==> config.mk <==
export PLATFORM = sky130hd
export DESIGN_NAME = i2c_eeprom_transaction_sequencer_top
export DESIGN_NICKNAME = d
export VERILOG_FILES = /design/src/hw/rtl/ies_pkg.sv /design/src/hw/rtl/i2c_eeprom_transaction_sequencer_top.sv /design/src/hw/rtl/ies_step.sv
export SDC_FILE = /design/constraint.sdc
export NUM_CORES = 1
export LEC_CHECK = 0
export ABC_AREA = 0
export BUFFER_PORTS_ARGS = -buffer_cell sky130_fd_sc_hd__buf_4
export CAP_MARGIN = 5
export CORE_MARGIN = 4
export CORE_UTILIZATION = 55
export CTS_CLUSTER_SIZE = 8
export DETAILED_ROUTE_END_ITERATION = 8
export PLACE_DENSITY = 0.75
export SLEW_MARGIN = 40
export SYNTH_ARGS = -nofsm -noshare
export SYNTH_HDL_FRONTEND = slang
export SYNTH_SLANG_ARGS = --single-unit
export TNS_END_PERCENT = 5
==> constraint.sdc <==
create_clock -name aclk -period 10.68 [get_ports aclk]
set_input_delay 1.602 -clock aclk [delete_from_list [all_inputs] [get_ports aclk]]
set_output_delay 1.602 -clock aclk [all_outputs]
set_load 0.03 [all_outputs]
==> src/hw/rtl/ies_pkg.sv <==
// types, codes and reset values for the serial eeprom transaction sequencer
// no dependencies
package ies_pkg;

    localparam int ADDR_BITS_DEF = 16;
    localparam int MEM_ADDR_W    = 16;
    localparam int COUNT_W       = 16;
    localparam int CHUNK_W       = 9;
    localparam int MAX_RES       = 3;

    localparam logic [6:0] DEV_ADDR_RST  = 7'd80;
    localparam logic       WIDE_ADDR_RST = 1'b1;
    localparam logic [3:0] PAGE_LOG2_RST = 4'd5;
    localparam logic [7:0] WAIT_MS_RST   = 8'd5;
    localparam logic [3:0] PAGE_LOG2_MAX = 4'd8;

    // configuration register indexes
    localparam logic [1:0] REG_DEV_ADDR  = 2'd0;
    localparam logic [1:0] REG_WIDE_ADDR = 2'd1;
    localparam logic [1:0] REG_PAGE_LOG2 = 2'd2;
    localparam logic [1:0] REG_WAIT_MS   = 2'd3;

    typedef enum logic [1:0] {
        CMD_WRITE = 2'd0,
        CMD_READ  = 2'd1,
        CMD_RESP  = 2'd2,
        CMD_DATA  = 2'd3
    } cmd_t;

    typedef enum logic [3:0] {
        OP_START  = 4'd0,
        OP_SEND   = 4'd1,
        OP_RXACK  = 4'd2,
        OP_RXNACK = 4'd3,
        OP_STOP   = 4'd4,
        OP_WAIT   = 4'd5,
        OP_WANT   = 4'd6,
        OP_RDATA  = 4'd7,
        OP_OK     = 4'd8,
        OP_ERR    = 4'd9
    } op_t;

    typedef enum logic [3:0] {
        PH_IDLE   = 4'd0,
        PH_START  = 4'd1,
        PH_DEV    = 4'd2,
        PH_HI     = 4'd3,
        PH_LO     = 4'd4,
        PH_RSTART = 4'd5,
        PH_DEVR   = 4'd6,
        PH_WANT   = 4'd7,
        PH_DATA   = 4'd8,
        PH_RX     = 4'd9
    } phase_t;

    typedef struct packed {
        cmd_t                    command;
        logic [MEM_ADDR_W-1:0]   mem_address;
        logic [COUNT_W-1:0]      byte_count;
        logic [7:0]              data_byte;
        logic                    acked;
        logic [7:0]              rx_byte;
    } in_t;

    typedef struct packed {
        op_t        bus_op;
        logic [7:0] op_byte;
        logic       last;
    } out_t;

    typedef struct packed {
        logic [6:0] device_address;
        logic       wide_address;
        logic [3:0] page_size_log2;
        logic [7:0] write_wait_ms;
    } cfg_t;

    typedef struct packed {
        phase_t               phase;
        logic [COUNT_W-1:0]   bytes_remaining;
        logic [CHUNK_W-1:0]   chunk_left;
        logic                 reading;
    } seq_state_t;

endpackage

==> src/hw/rtl/i2c_eeprom_transaction_sequencer_top.sv <==
// top level of the serial eeprom transaction sequencer
// depends on ies_pkg and ies_step
//
//  channel  direction  handshake          payload
//  s_       in         s_valid / s_ready  ies_pkg::in_t  (request, response or data byte)
//  m_       out        m_valid / m_ready  ies_pkg::out_t (bus operation, last flag)
//  cfg_     in         cfg_we             cfg_index / cfg_data register write
//
// an input transaction is worked out in the cycle it is accepted and yields 0 to 3 results,
// held in a three-entry result register, drained one result per cycle while m_ready is high
// rate: one transaction per cycle while each yields at most one result and m_ready is high;
// a group of n results holds s_ready low until the last leaves the single output port
// reset (synchronous, aresetn low) clears the sequencer state, empties the result register
// and loads the register defaults; m_ stalls only back up s_, no state is lost
module i2c_eeprom_transaction_sequencer_top #(
    parameter int ADDR_BITS = ies_pkg::ADDR_BITS_DEF
) (
    input  logic          aclk,
    input  logic          aresetn,
    input  logic          s_valid,
    output logic          s_ready,
    input  ies_pkg::in_t  s_data,
    output logic          m_valid,
    input  logic          m_ready,
    output ies_pkg::out_t m_data,
    input  logic          cfg_we,
    input  logic [1:0]    cfg_index,
    input  logic [7:0]    cfg_data
);

    ies_pkg::cfg_t        cfg_reg;
    ies_pkg::seq_state_t  st_reg;
    ies_pkg::seq_state_t  st_next;
    logic [ADDR_BITS-1:0] cur_addr_reg;
    logic [ADDR_BITS-1:0] cur_addr_next;

    // result register: entry 0 is the one shown on m_
    ies_pkg::out_t [ies_pkg::MAX_RES-1:0] res_buf_reg;
    ies_pkg::out_t [ies_pkg::MAX_RES-1:0] res_new;
    logic [1:0]                           res_cnt_reg;
    logic [1:0]                           res_new_cnt;

    logic s_accept;
    logic m_accept;

    assign m_valid  = (res_cnt_reg != 2'd0);
    assign m_data   = res_buf_reg[0];
    assign m_accept = m_valid && m_ready;
    // take a new transaction when the result register is empty or its last entry leaves now
    assign s_ready  = (res_cnt_reg == 2'd0) || ((res_cnt_reg == 2'd1) && m_ready);
    assign s_accept = s_valid && s_ready;

    ies_step #(
        .ADDR_BITS(ADDR_BITS)
    ) u_step (
        .in_item      (s_data),
        .st           (st_reg),
        .cur_addr     (cur_addr_reg),
        .cfg          (cfg_reg),
        .st_next      (st_next),
        .cur_addr_next(cur_addr_next),
        .res          (res_new),
        .res_cnt      (res_new_cnt)
    );

    // configuration registers
    always_ff @(posedge aclk) begin
        if (!aresetn) begin
            cfg_reg.device_address <= ies_pkg::DEV_ADDR_RST;
            cfg_reg.wide_address   <= ies_pkg::WIDE_ADDR_RST;
            cfg_reg.page_size_log2 <= ies_pkg::PAGE_LOG2_RST;
            cfg_reg.write_wait_ms  <= ies_pkg::WAIT_MS_RST;
        end else if (cfg_we) begin
            unique case (cfg_index)
                ies_pkg::REG_DEV_ADDR:  cfg_reg.device_address <= cfg_data[6:0];
                ies_pkg::REG_WIDE_ADDR: cfg_reg.wide_address   <= cfg_data[0];
                ies_pkg::REG_PAGE_LOG2: cfg_reg.page_size_log2 <= cfg_data[3:0];
                ies_pkg::REG_WAIT_MS:   cfg_reg.write_wait_ms  <= cfg_data;
                default: begin
                end
            endcase
        end
    end

    // sequencer state advances once per accepted transaction
    always_ff @(posedge aclk) begin
        if (!aresetn) begin
            st_reg.phase           <= ies_pkg::PH_IDLE;
            st_reg.bytes_remaining <= '0;
            st_reg.chunk_left      <= '0;
            st_reg.reading         <= 1'b0;
            cur_addr_reg           <= '0;
        end else if (s_accept) begin
            st_reg       <= st_next;
            cur_addr_reg <= cur_addr_next;
        end
    end

    // result register: load a whole group, or shift one entry out per taken result
    always_ff @(posedge aclk) begin
        if (!aresetn) begin
            res_cnt_reg <= 2'd0;
        end else if (s_accept) begin
            res_cnt_reg <= res_new_cnt;
        end else if (m_accept) begin
            res_cnt_reg <= res_cnt_reg - 2'd1;
        end
    end

    always_ff @(posedge aclk) begin
        if (s_accept) begin
            res_buf_reg <= res_new;
        end else if (m_accept) begin
            for (int i = 0; i < ies_pkg::MAX_RES - 1; i++) begin
                res_buf_reg[i] <= res_buf_reg[i + 1];
            end
        end
    end

endmodule

==> src/hw/rtl/ies_step.sv <==
// next-state and result logic for one transaction of the sequencer
// depends on ies_pkg
module ies_step #(
    parameter int ADDR_BITS = ies_pkg::ADDR_BITS_DEF
) (
    input  ies_pkg::in_t                      in_item,
    input  ies_pkg::seq_state_t               st,
    input  logic [ADDR_BITS-1:0]              cur_addr,
    input  ies_pkg::cfg_t                     cfg,
    output ies_pkg::seq_state_t               st_next,
    output logic [ADDR_BITS-1:0]              cur_addr_next,
    output ies_pkg::out_t [ies_pkg::MAX_RES-1:0] res,
    output logic [1:0]                        res_cnt
);

    logic [ADDR_BITS-1:0]             addr_inc;
    logic [ies_pkg::MEM_ADDR_W-1:0]   cur16;
    logic [ies_pkg::MEM_ADDR_W-1:0]   bc_addr16;
    logic [ADDR_BITS-1:0]             bc_addr;
    logic [ies_pkg::COUNT_W-1:0]      bc_rem;
    logic [3:0]                       lg;
    logic [ies_pkg::CHUNK_W-1:0]      page;
    logic [ies_pkg::CHUNK_W-1:0]      page_off;
    logic [ies_pkg::CHUNK_W-1:0]      room;
    logic [ies_pkg::CHUNK_W-1:0]      chunk_len;
    logic [ies_pkg::COUNT_W-1:0]      rem_after;
    logic [ies_pkg::COUNT_W-1:0]      rem_dec;
    logic [ies_pkg::CHUNK_W-1:0]      chunk_dec;
    logic [7:0]                       dev_wr;
    logic [7:0]                       dev_rd;
    logic                             do_chunk;
    logic                             do_finish;
    ies_pkg::out_t [ies_pkg::MAX_RES-1:0] res_raw;

    function automatic ies_pkg::out_t mk(input ies_pkg::op_t op, input logic [7:0] b);
        ies_pkg::out_t r;
        r.bus_op  = op;
        r.op_byte = b;
        r.last    = 1'b0;
        return r;
    endfunction

    assign addr_inc = cur_addr + ADDR_BITS'(1);
    assign cur16    = ies_pkg::MEM_ADDR_W'(cur_addr);
    assign dev_wr   = {cfg.device_address, 1'b0};
    assign dev_rd   = {cfg.device_address, 1'b1};
    assign rem_dec  = st.bytes_remaining - ies_pkg::COUNT_W'(1);
    assign chunk_dec = st.chunk_left - ies_pkg::CHUNK_W'(1);

    // page chunk: from the request when idle, else the next address after a data byte
    assign bc_addr   = (st.phase == ies_pkg::PH_IDLE) ?
                       ADDR_BITS'(in_item.mem_address) : addr_inc;
    assign bc_rem    = (st.phase == ies_pkg::PH_IDLE) ? in_item.byte_count : st.bytes_remaining;
    assign bc_addr16 = ies_pkg::MEM_ADDR_W'(bc_addr);
    assign lg        = (cfg.page_size_log2 > ies_pkg::PAGE_LOG2_MAX) ?
                       ies_pkg::PAGE_LOG2_MAX : cfg.page_size_log2;
    assign page      = ies_pkg::CHUNK_W'(1) << lg;
    assign page_off  = {1'b0, bc_addr16[7:0]} & (page - ies_pkg::CHUNK_W'(1));
    assign room      = page - page_off;
    assign chunk_len = (ies_pkg::COUNT_W'(room) > bc_rem) ?
                       ies_pkg::CHUNK_W'(bc_rem) : room;
    assign rem_after = bc_rem - ies_pkg::COUNT_W'(chunk_len);

    always_comb begin
        st_next       = st;
        cur_addr_next = cur_addr;
        res_raw       = '0;
        res_cnt       = 2'd0;
        do_chunk      = 1'b0;
        do_finish     = 1'b0;

        unique case (in_item.command)
            ies_pkg::CMD_WRITE, ies_pkg::CMD_READ: begin
                if (st.phase == ies_pkg::PH_IDLE) begin
                    cur_addr_next      = ADDR_BITS'(in_item.mem_address);
                    st_next.bytes_remaining = in_item.byte_count;
                    st_next.chunk_left = '0;
                    st_next.reading    = (in_item.command == ies_pkg::CMD_READ);
                    res_cnt            = 2'd1;
                    if (in_item.command == ies_pkg::CMD_READ) begin
                        res_raw[0]    = mk(ies_pkg::OP_START, 8'd0);
                        st_next.phase = ies_pkg::PH_START;
                    end else if (in_item.byte_count == '0) begin
                        res_raw[0] = mk(ies_pkg::OP_OK, 8'd0);
                        do_finish  = 1'b1;
                    end else begin
                        res_raw[0] = mk(ies_pkg::OP_START, 8'd0);
                        do_chunk   = 1'b1;
                    end
                end
            end
            ies_pkg::CMD_RESP: begin
                unique case (st.phase)
                    ies_pkg::PH_START, ies_pkg::PH_RSTART: begin
                        if (!in_item.acked) begin
                            res_raw[0] = mk(ies_pkg::OP_STOP, 8'd0);
                            res_raw[1] = mk(ies_pkg::OP_ERR, 8'd0);
                            res_cnt    = 2'd2;
                            do_finish  = 1'b1;
                        end else if (st.phase == ies_pkg::PH_START) begin
                            res_raw[0]    = mk(ies_pkg::OP_SEND, dev_wr);
                            res_cnt       = 2'd1;
                            st_next.phase = ies_pkg::PH_DEV;
                        end else begin
                            res_raw[0]    = mk(ies_pkg::OP_SEND, dev_rd);
                            res_cnt       = 2'd1;
                            st_next.phase = ies_pkg::PH_DEVR;
                        end
                    end
                    ies_pkg::PH_DEV, ies_pkg::PH_HI: begin
                        res_cnt = 2'd1;
                        if (!in_item.acked) begin
                            res_raw[0] = mk(ies_pkg::OP_ERR, 8'd0);
                            do_finish  = 1'b1;
                        end else if (st.phase == ies_pkg::PH_DEV && cfg.wide_address) begin
                            res_raw[0]    = mk(ies_pkg::OP_SEND, cur16[15:8]);
                            st_next.phase = ies_pkg::PH_HI;
                        end else begin
                            res_raw[0]    = mk(ies_pkg::OP_SEND, cur16[7:0]);
                            st_next.phase = ies_pkg::PH_LO;
                        end
                    end
                    ies_pkg::PH_LO: begin
                        res_cnt = 2'd1;
                        if (!in_item.acked) begin
                            res_raw[0] = mk(ies_pkg::OP_ERR, 8'd0);
                            do_finish  = 1'b1;
                        end else if (st.reading) begin
                            res_raw[0]    = mk(ies_pkg::OP_START, 8'd0);
                            st_next.phase = ies_pkg::PH_RSTART;
                        end else begin
                            res_raw[0]    = mk(ies_pkg::OP_WANT, 8'd0);
                            st_next.phase = ies_pkg::PH_WANT;
                        end
                    end
                    ies_pkg::PH_DEVR: begin
                        if (!in_item.acked) begin
                            res_raw[0] = mk(ies_pkg::OP_ERR, 8'd0);
                            res_cnt    = 2'd1;
                            do_finish  = 1'b1;
                        end else if (st.bytes_remaining == '0) begin
                            res_raw[0] = mk(ies_pkg::OP_STOP, 8'd0);
                            res_raw[1] = mk(ies_pkg::OP_OK, 8'd0);
                            res_cnt    = 2'd2;
                            do_finish  = 1'b1;
                        end else begin
                            res_raw[0] = mk((st.bytes_remaining == ies_pkg::COUNT_W'(1)) ?
                                            ies_pkg::OP_RXNACK : ies_pkg::OP_RXACK, 8'd0);
                            res_cnt       = 2'd1;
                            st_next.phase = ies_pkg::PH_RX;
                        end
                    end
                    ies_pkg::PH_DATA: begin
                        if (!in_item.acked) begin
                            res_raw[0] = mk(ies_pkg::OP_ERR, 8'd0);
                            res_cnt    = 2'd1;
                            do_finish  = 1'b1;
                        end else begin
                            cur_addr_next      = addr_inc;
                            st_next.chunk_left = chunk_dec;
                            if (chunk_dec != '0) begin
                                res_raw[0]    = mk(ies_pkg::OP_WANT, 8'd0);
                                res_cnt       = 2'd1;
                                st_next.phase = ies_pkg::PH_WANT;
                            end else begin
                                // page done: stop, programming wait, then next page or done
                                res_raw[0] = mk(ies_pkg::OP_STOP, 8'd0);
                                res_raw[1] = mk(ies_pkg::OP_WAIT, cfg.write_wait_ms);
                                res_cnt    = 2'd3;
                                if (st.bytes_remaining != '0) begin
                                    res_raw[2] = mk(ies_pkg::OP_START, 8'd0);
                                    do_chunk   = 1'b1;
                                end else begin
                                    res_raw[2] = mk(ies_pkg::OP_OK, 8'd0);
                                    do_finish  = 1'b1;
                                end
                            end
                        end
                    end
                    ies_pkg::PH_RX: begin
                        res_raw[0] = mk(ies_pkg::OP_RDATA, in_item.rx_byte);
                        st_next.bytes_remaining = rem_dec;
                        if (rem_dec != '0) begin
                            res_raw[1] = mk((rem_dec == ies_pkg::COUNT_W'(1)) ?
                                            ies_pkg::OP_RXNACK : ies_pkg::OP_RXACK, 8'd0);
                            res_cnt    = 2'd2;
                        end else begin
                            res_raw[1] = mk(ies_pkg::OP_STOP, 8'd0);
                            res_raw[2] = mk(ies_pkg::OP_OK, 8'd0);
                            res_cnt    = 2'd3;
                            do_finish  = 1'b1;
                        end
                    end
                    default: begin
                        // idle or waiting for host data: response ignored
                    end
                endcase
            end
            ies_pkg::CMD_DATA: begin
                if (st.phase == ies_pkg::PH_WANT) begin
                    res_raw[0]    = mk(ies_pkg::OP_SEND, in_item.data_byte);
                    res_cnt       = 2'd1;
                    st_next.phase = ies_pkg::PH_DATA;
                end
            end
            default: begin
            end
        endcase

        if (do_chunk) begin
            st_next.chunk_left      = chunk_len;
            st_next.bytes_remaining = rem_after;
            st_next.phase           = ies_pkg::PH_START;
        end
        if (do_finish) begin
            st_next.phase           = ies_pkg::PH_IDLE;
            st_next.reading         = 1'b0;
            st_next.bytes_remaining = '0;
            st_next.chunk_left      = '0;
        end
    end

    // flag the final result of the group
    always_comb begin
        res = res_raw;
        for (int i = 0; i < ies_pkg::MAX_RES; i++) begin
            res[i].last = (2'(i + 1) == res_cnt);
        end
    end

endmodule

==> flow_metrics.env <==
export IMPL_switching_share=0.398
export IMPL_die_x_um=127
export IMPL_finalCritPeriodShare=0.625
export IMPL_rows=43
export IMPL_yosysWarningCount=0
export IMPL_place_hpwl_mm=15.9
export IMPL_cts_resized=0
export IMPL_p_total_mw=1.44
export IMPL_grt_total_usage=0.261
export IMPL_worstSetupPathType="register to register"
export IMPL_stdcell_area_um2=8700
export IMPL_worstHoldStart="cfg_reg[2]"
export IMPL_ys_seq_area_frac=0.281
export IMPL_grt_first_pass_wirelength_mm=34.3
export IMPL_crit_arrival_ns=6.90
export IMPL_synth_flop_cell="dfxtp_1"
export IMPL_yosysTopAreaCell="dfxtp_1"
export IMPL_antenna_found_initial=0
export IMPL_post_route_util=0.624
export IMPL_hold_path_cell_count=2
export IMPL_num_io_pins=81
export IMPL_insertion_delay_ns=0.36
export IMPL_ys_top_cells_by_area="dfxtp_1 17%, edfxtp_1 11%, ha_1 5.6%"
export IMPL_hold_path_class="register to register"
export IMPL_htreeDepth=3
export IMPL_syn_area_um2=7830
export IMPL_vias=7619
export IMPL_p_clk_frac=0.229
export IMPL_start_kind="register"
export IMPL_die_h_um=127
export IMPL_diodes=0
export IMPL_min_to="cfg_reg[2]"
export IMPL_cts_sinks=96
export IMPL_largest_reg_flops=30
export IMPL_r2r_end="st_reg[22]"
export IMPL_powerDensity_nw_per_um2=166
export IMPL_areaGrowthSynthToFinish_pct=11.1
export IMPL_cts_made_buffers=9
export IMPL_root_buffer="clkbuf_16"
export IMPL_slew_viol_final=0
export IMPL_grt_pass1_vias=6540
export IMPL_cts_tree="built"
export IMPL_crit_family="compound AO/OA/AOI/OAI gates"
export IMPL_reg2regPathDepth=26
export IMPL_post_cts_buffers=0
export IMPL_avgSynthCellArea_um2=7.76
export IMPL_drive_gt1_frac=0.134
export IMPL_post_route_min_period_ns=6.67
export IMPL_clk_pin_slew_ns=0.07
export IMPL_dr_first_iter_drc_count=1000
export IMPL_p_seq_frac=0.325
export IMPL_placedInstanceArea_um2=8400
export IMPL_clk_path_buf_depth=2
export IMPL_path_max_fanout=21
export IMPL_coreArea_um2=13900
export IMPL_synth_nets=1111
export IMPL_wirelength_mm=21.7
export IMPL_portBuffers=80
export IMPL_vdd_drop_max_uv=83.1
export IMPL_drc=0
export IMPL_routed_via_density=6.27
export IMPL_ys_types=79
export IMPL_hold_viol=0
export IMPL_cts_hold_buffers=0
export IMPL_wl_per_cell_um=17.8
export IMPL_p_sw_mw=0.573
export IMPL_async_flop_share=0
export IMPL_fin_nets=1134
export IMPL_fmax_mhz=150
export IMPL_power_internal_mw=0.867
export IMPL_drtPass1Iterations=6
export IMPL_run_status="finished, final reports clean"
export IMPL_grt_start_max_net_pins=69
export IMPL_synth_top_area_frac=0.174
export IMPL_r2r_slack_ns=4.01
export IMPL_antenna_left=0
export IMPL_critPathMaxStageDelay_ns=0.67
export IMPL_cap_violations=0
export IMPL_cp_required_ns=10.91
export IMPL_setup_viol=0
export IMPL_die_area_um2=16200
export IMPL_synth_cells=1008
export IMPL_max_slew_worst_pin_slew_ns=0.791
export IMPL_slew_headroom=0.472
export IMPL_rsz0062_at_grt="false"
export IMPL_final_setup_tns_ns=0
export IMPL_crit_path_end_kind="register"
export IMPL_combinationalPowerShare=0.445
export IMPL_overflow=0
export IMPL_skew_ns=0.00941
export IMPL_slowest_stage="or4_1"
export IMPL_synth_edf_count=28
export IMPL_power_leakage_nw=3.58
export IMPL_gp_congestion=0.931
export IMPL_rr_startpoint="cfg_reg[11]"
export IMPL_ys_seq_elements=96
export IMPL_worst_path_buf_inv=1
export IMPL_initial_utilization=0.562
==> synthesized netlist by cell type, types with 5 or more instances <==
cell type / number
a211oi_1: 5
a21boi_0: 10
a21oi_1: 60
a221oi_1: 9
a22oi_1: 19
a31oi_1: 14
and2_1: 20
and3_1: 14
buf_1: 8
buf_4: 14
clkbuf_1: 53
dfxtp_1: 68
edfxtp_1: 28
ha_1: 35
inv_1: 33
mux2i_1: 39
nand2_1: 107
nand2b_1: 12
nand3_1: 29
nor2_1: 111
nor2b_1: 14
nor3_1: 21
nor3b_1: 9
nor4_1: 9
o211ai_1: 16
o21ai_0: 59
o21ai_1: 9
o221a_2: 7
o22ai_1: 10
o2bb2ai_1: 7
o31ai_1: 12
or3_1: 9
or4_1: 8
xnor2_1: 25
xor2_1: 17
==> kinds of logic after synthesis <==
| logic type | after synthesis | synth area share |
|---|---|---|
| compound gates | 291 | 0.253 |
| fa+ha+maj | 37 | 0.0611 |
| simple gates | 388 | 0.244 |
| mux | 41 | 0.0528 |
| xor+xnor | 42 | 0.0470 |
| flops | 96 | 0.281 |
| buf+inv | 113 | 0.0616 |
==> stage by stage <==
| stage | setup WS [ns] | instances | hold WS, ns |
|---|---|---|---|
| floorplan | 3.99 | 1008 | 0.432 |
| global placement | 3.92 | 1200 | 0.445 |
| detailed placement | 3.83 | 1200 | 0.449 |
| CTS | 4.06 | 1216 | 0.464 |
| global route | 3.58 | 1216 | 0.489 |
| finish | 4.01 | 1216 | 0.458 |
==> worst min-delay path: cells and delay by family, from the launching register on <==
family	cells	cell delay (ns)
flops	1	0.32
simple gates	2	0.11
==> power groups by stage <==
stage	clock [mW]	combinational, mW	sequential (mW)
floorplan	0	0.500	0.456
global placement	0	0.625	0.474
detailed placement	0	0.631	0.476
CTS	0.333	0.634	0.467
global route	0.351	0.708	0.474
finish	0.330	0.641	0.468
==> worst max path at each step <==
stage                       endpoint         from  slack, ns  cells after the start
after floorplan           st_reg[22]   st_reg[27]       3.99                     27
after global placement    st_reg[22]   s_data[34]       3.92                     26
after detailed placement  st_reg[22]   s_data[33]       3.83                     28
after CTS                 st_reg[22]   st_reg[27]       4.06                     27
after global routing      st_reg[22]   st_reg[26]       3.58                     29
final                     st_reg[22]  cfg_reg[11]       4.01                     26
==> area by class of cell <==
class / instances / area (um2)
Clock inverter: 4 / 32.5
Tap cell: 180 / 225
Multi-Input combinational cell: 799 / 5160
Clock buffer: 12 / 268
Sequential cell: 96 / 2200
Fill cell: 1254 / 5240
Inverter: 34 / 128
Timing Repair Buffer: 91 / 683
==> cells in the final DEF (no fill, tap or decap), types with 28 or more instances in the layout <==
cell type / n
a21oi_1: 60
buf_4: 91
dfxtp_1: 67
edfxtp_1: 28
ha_1: 35
inv_1: 33
mux2i_1: 39
nand2_1: 107
nand3_1: 29
nor2_1: 111
o21ai_0: 59
==> metal layers <==
layer	vias up	part of all wire	GRT usage
li1	3721	-	-
met1	3546	0.45	0.378
met4	0	0.014	0.0700
met3	25	0.087	0.0489
met5	-	0	0
met2	327	0.45	0.398
Note: power is estimated with default switching activity, not from simulation.
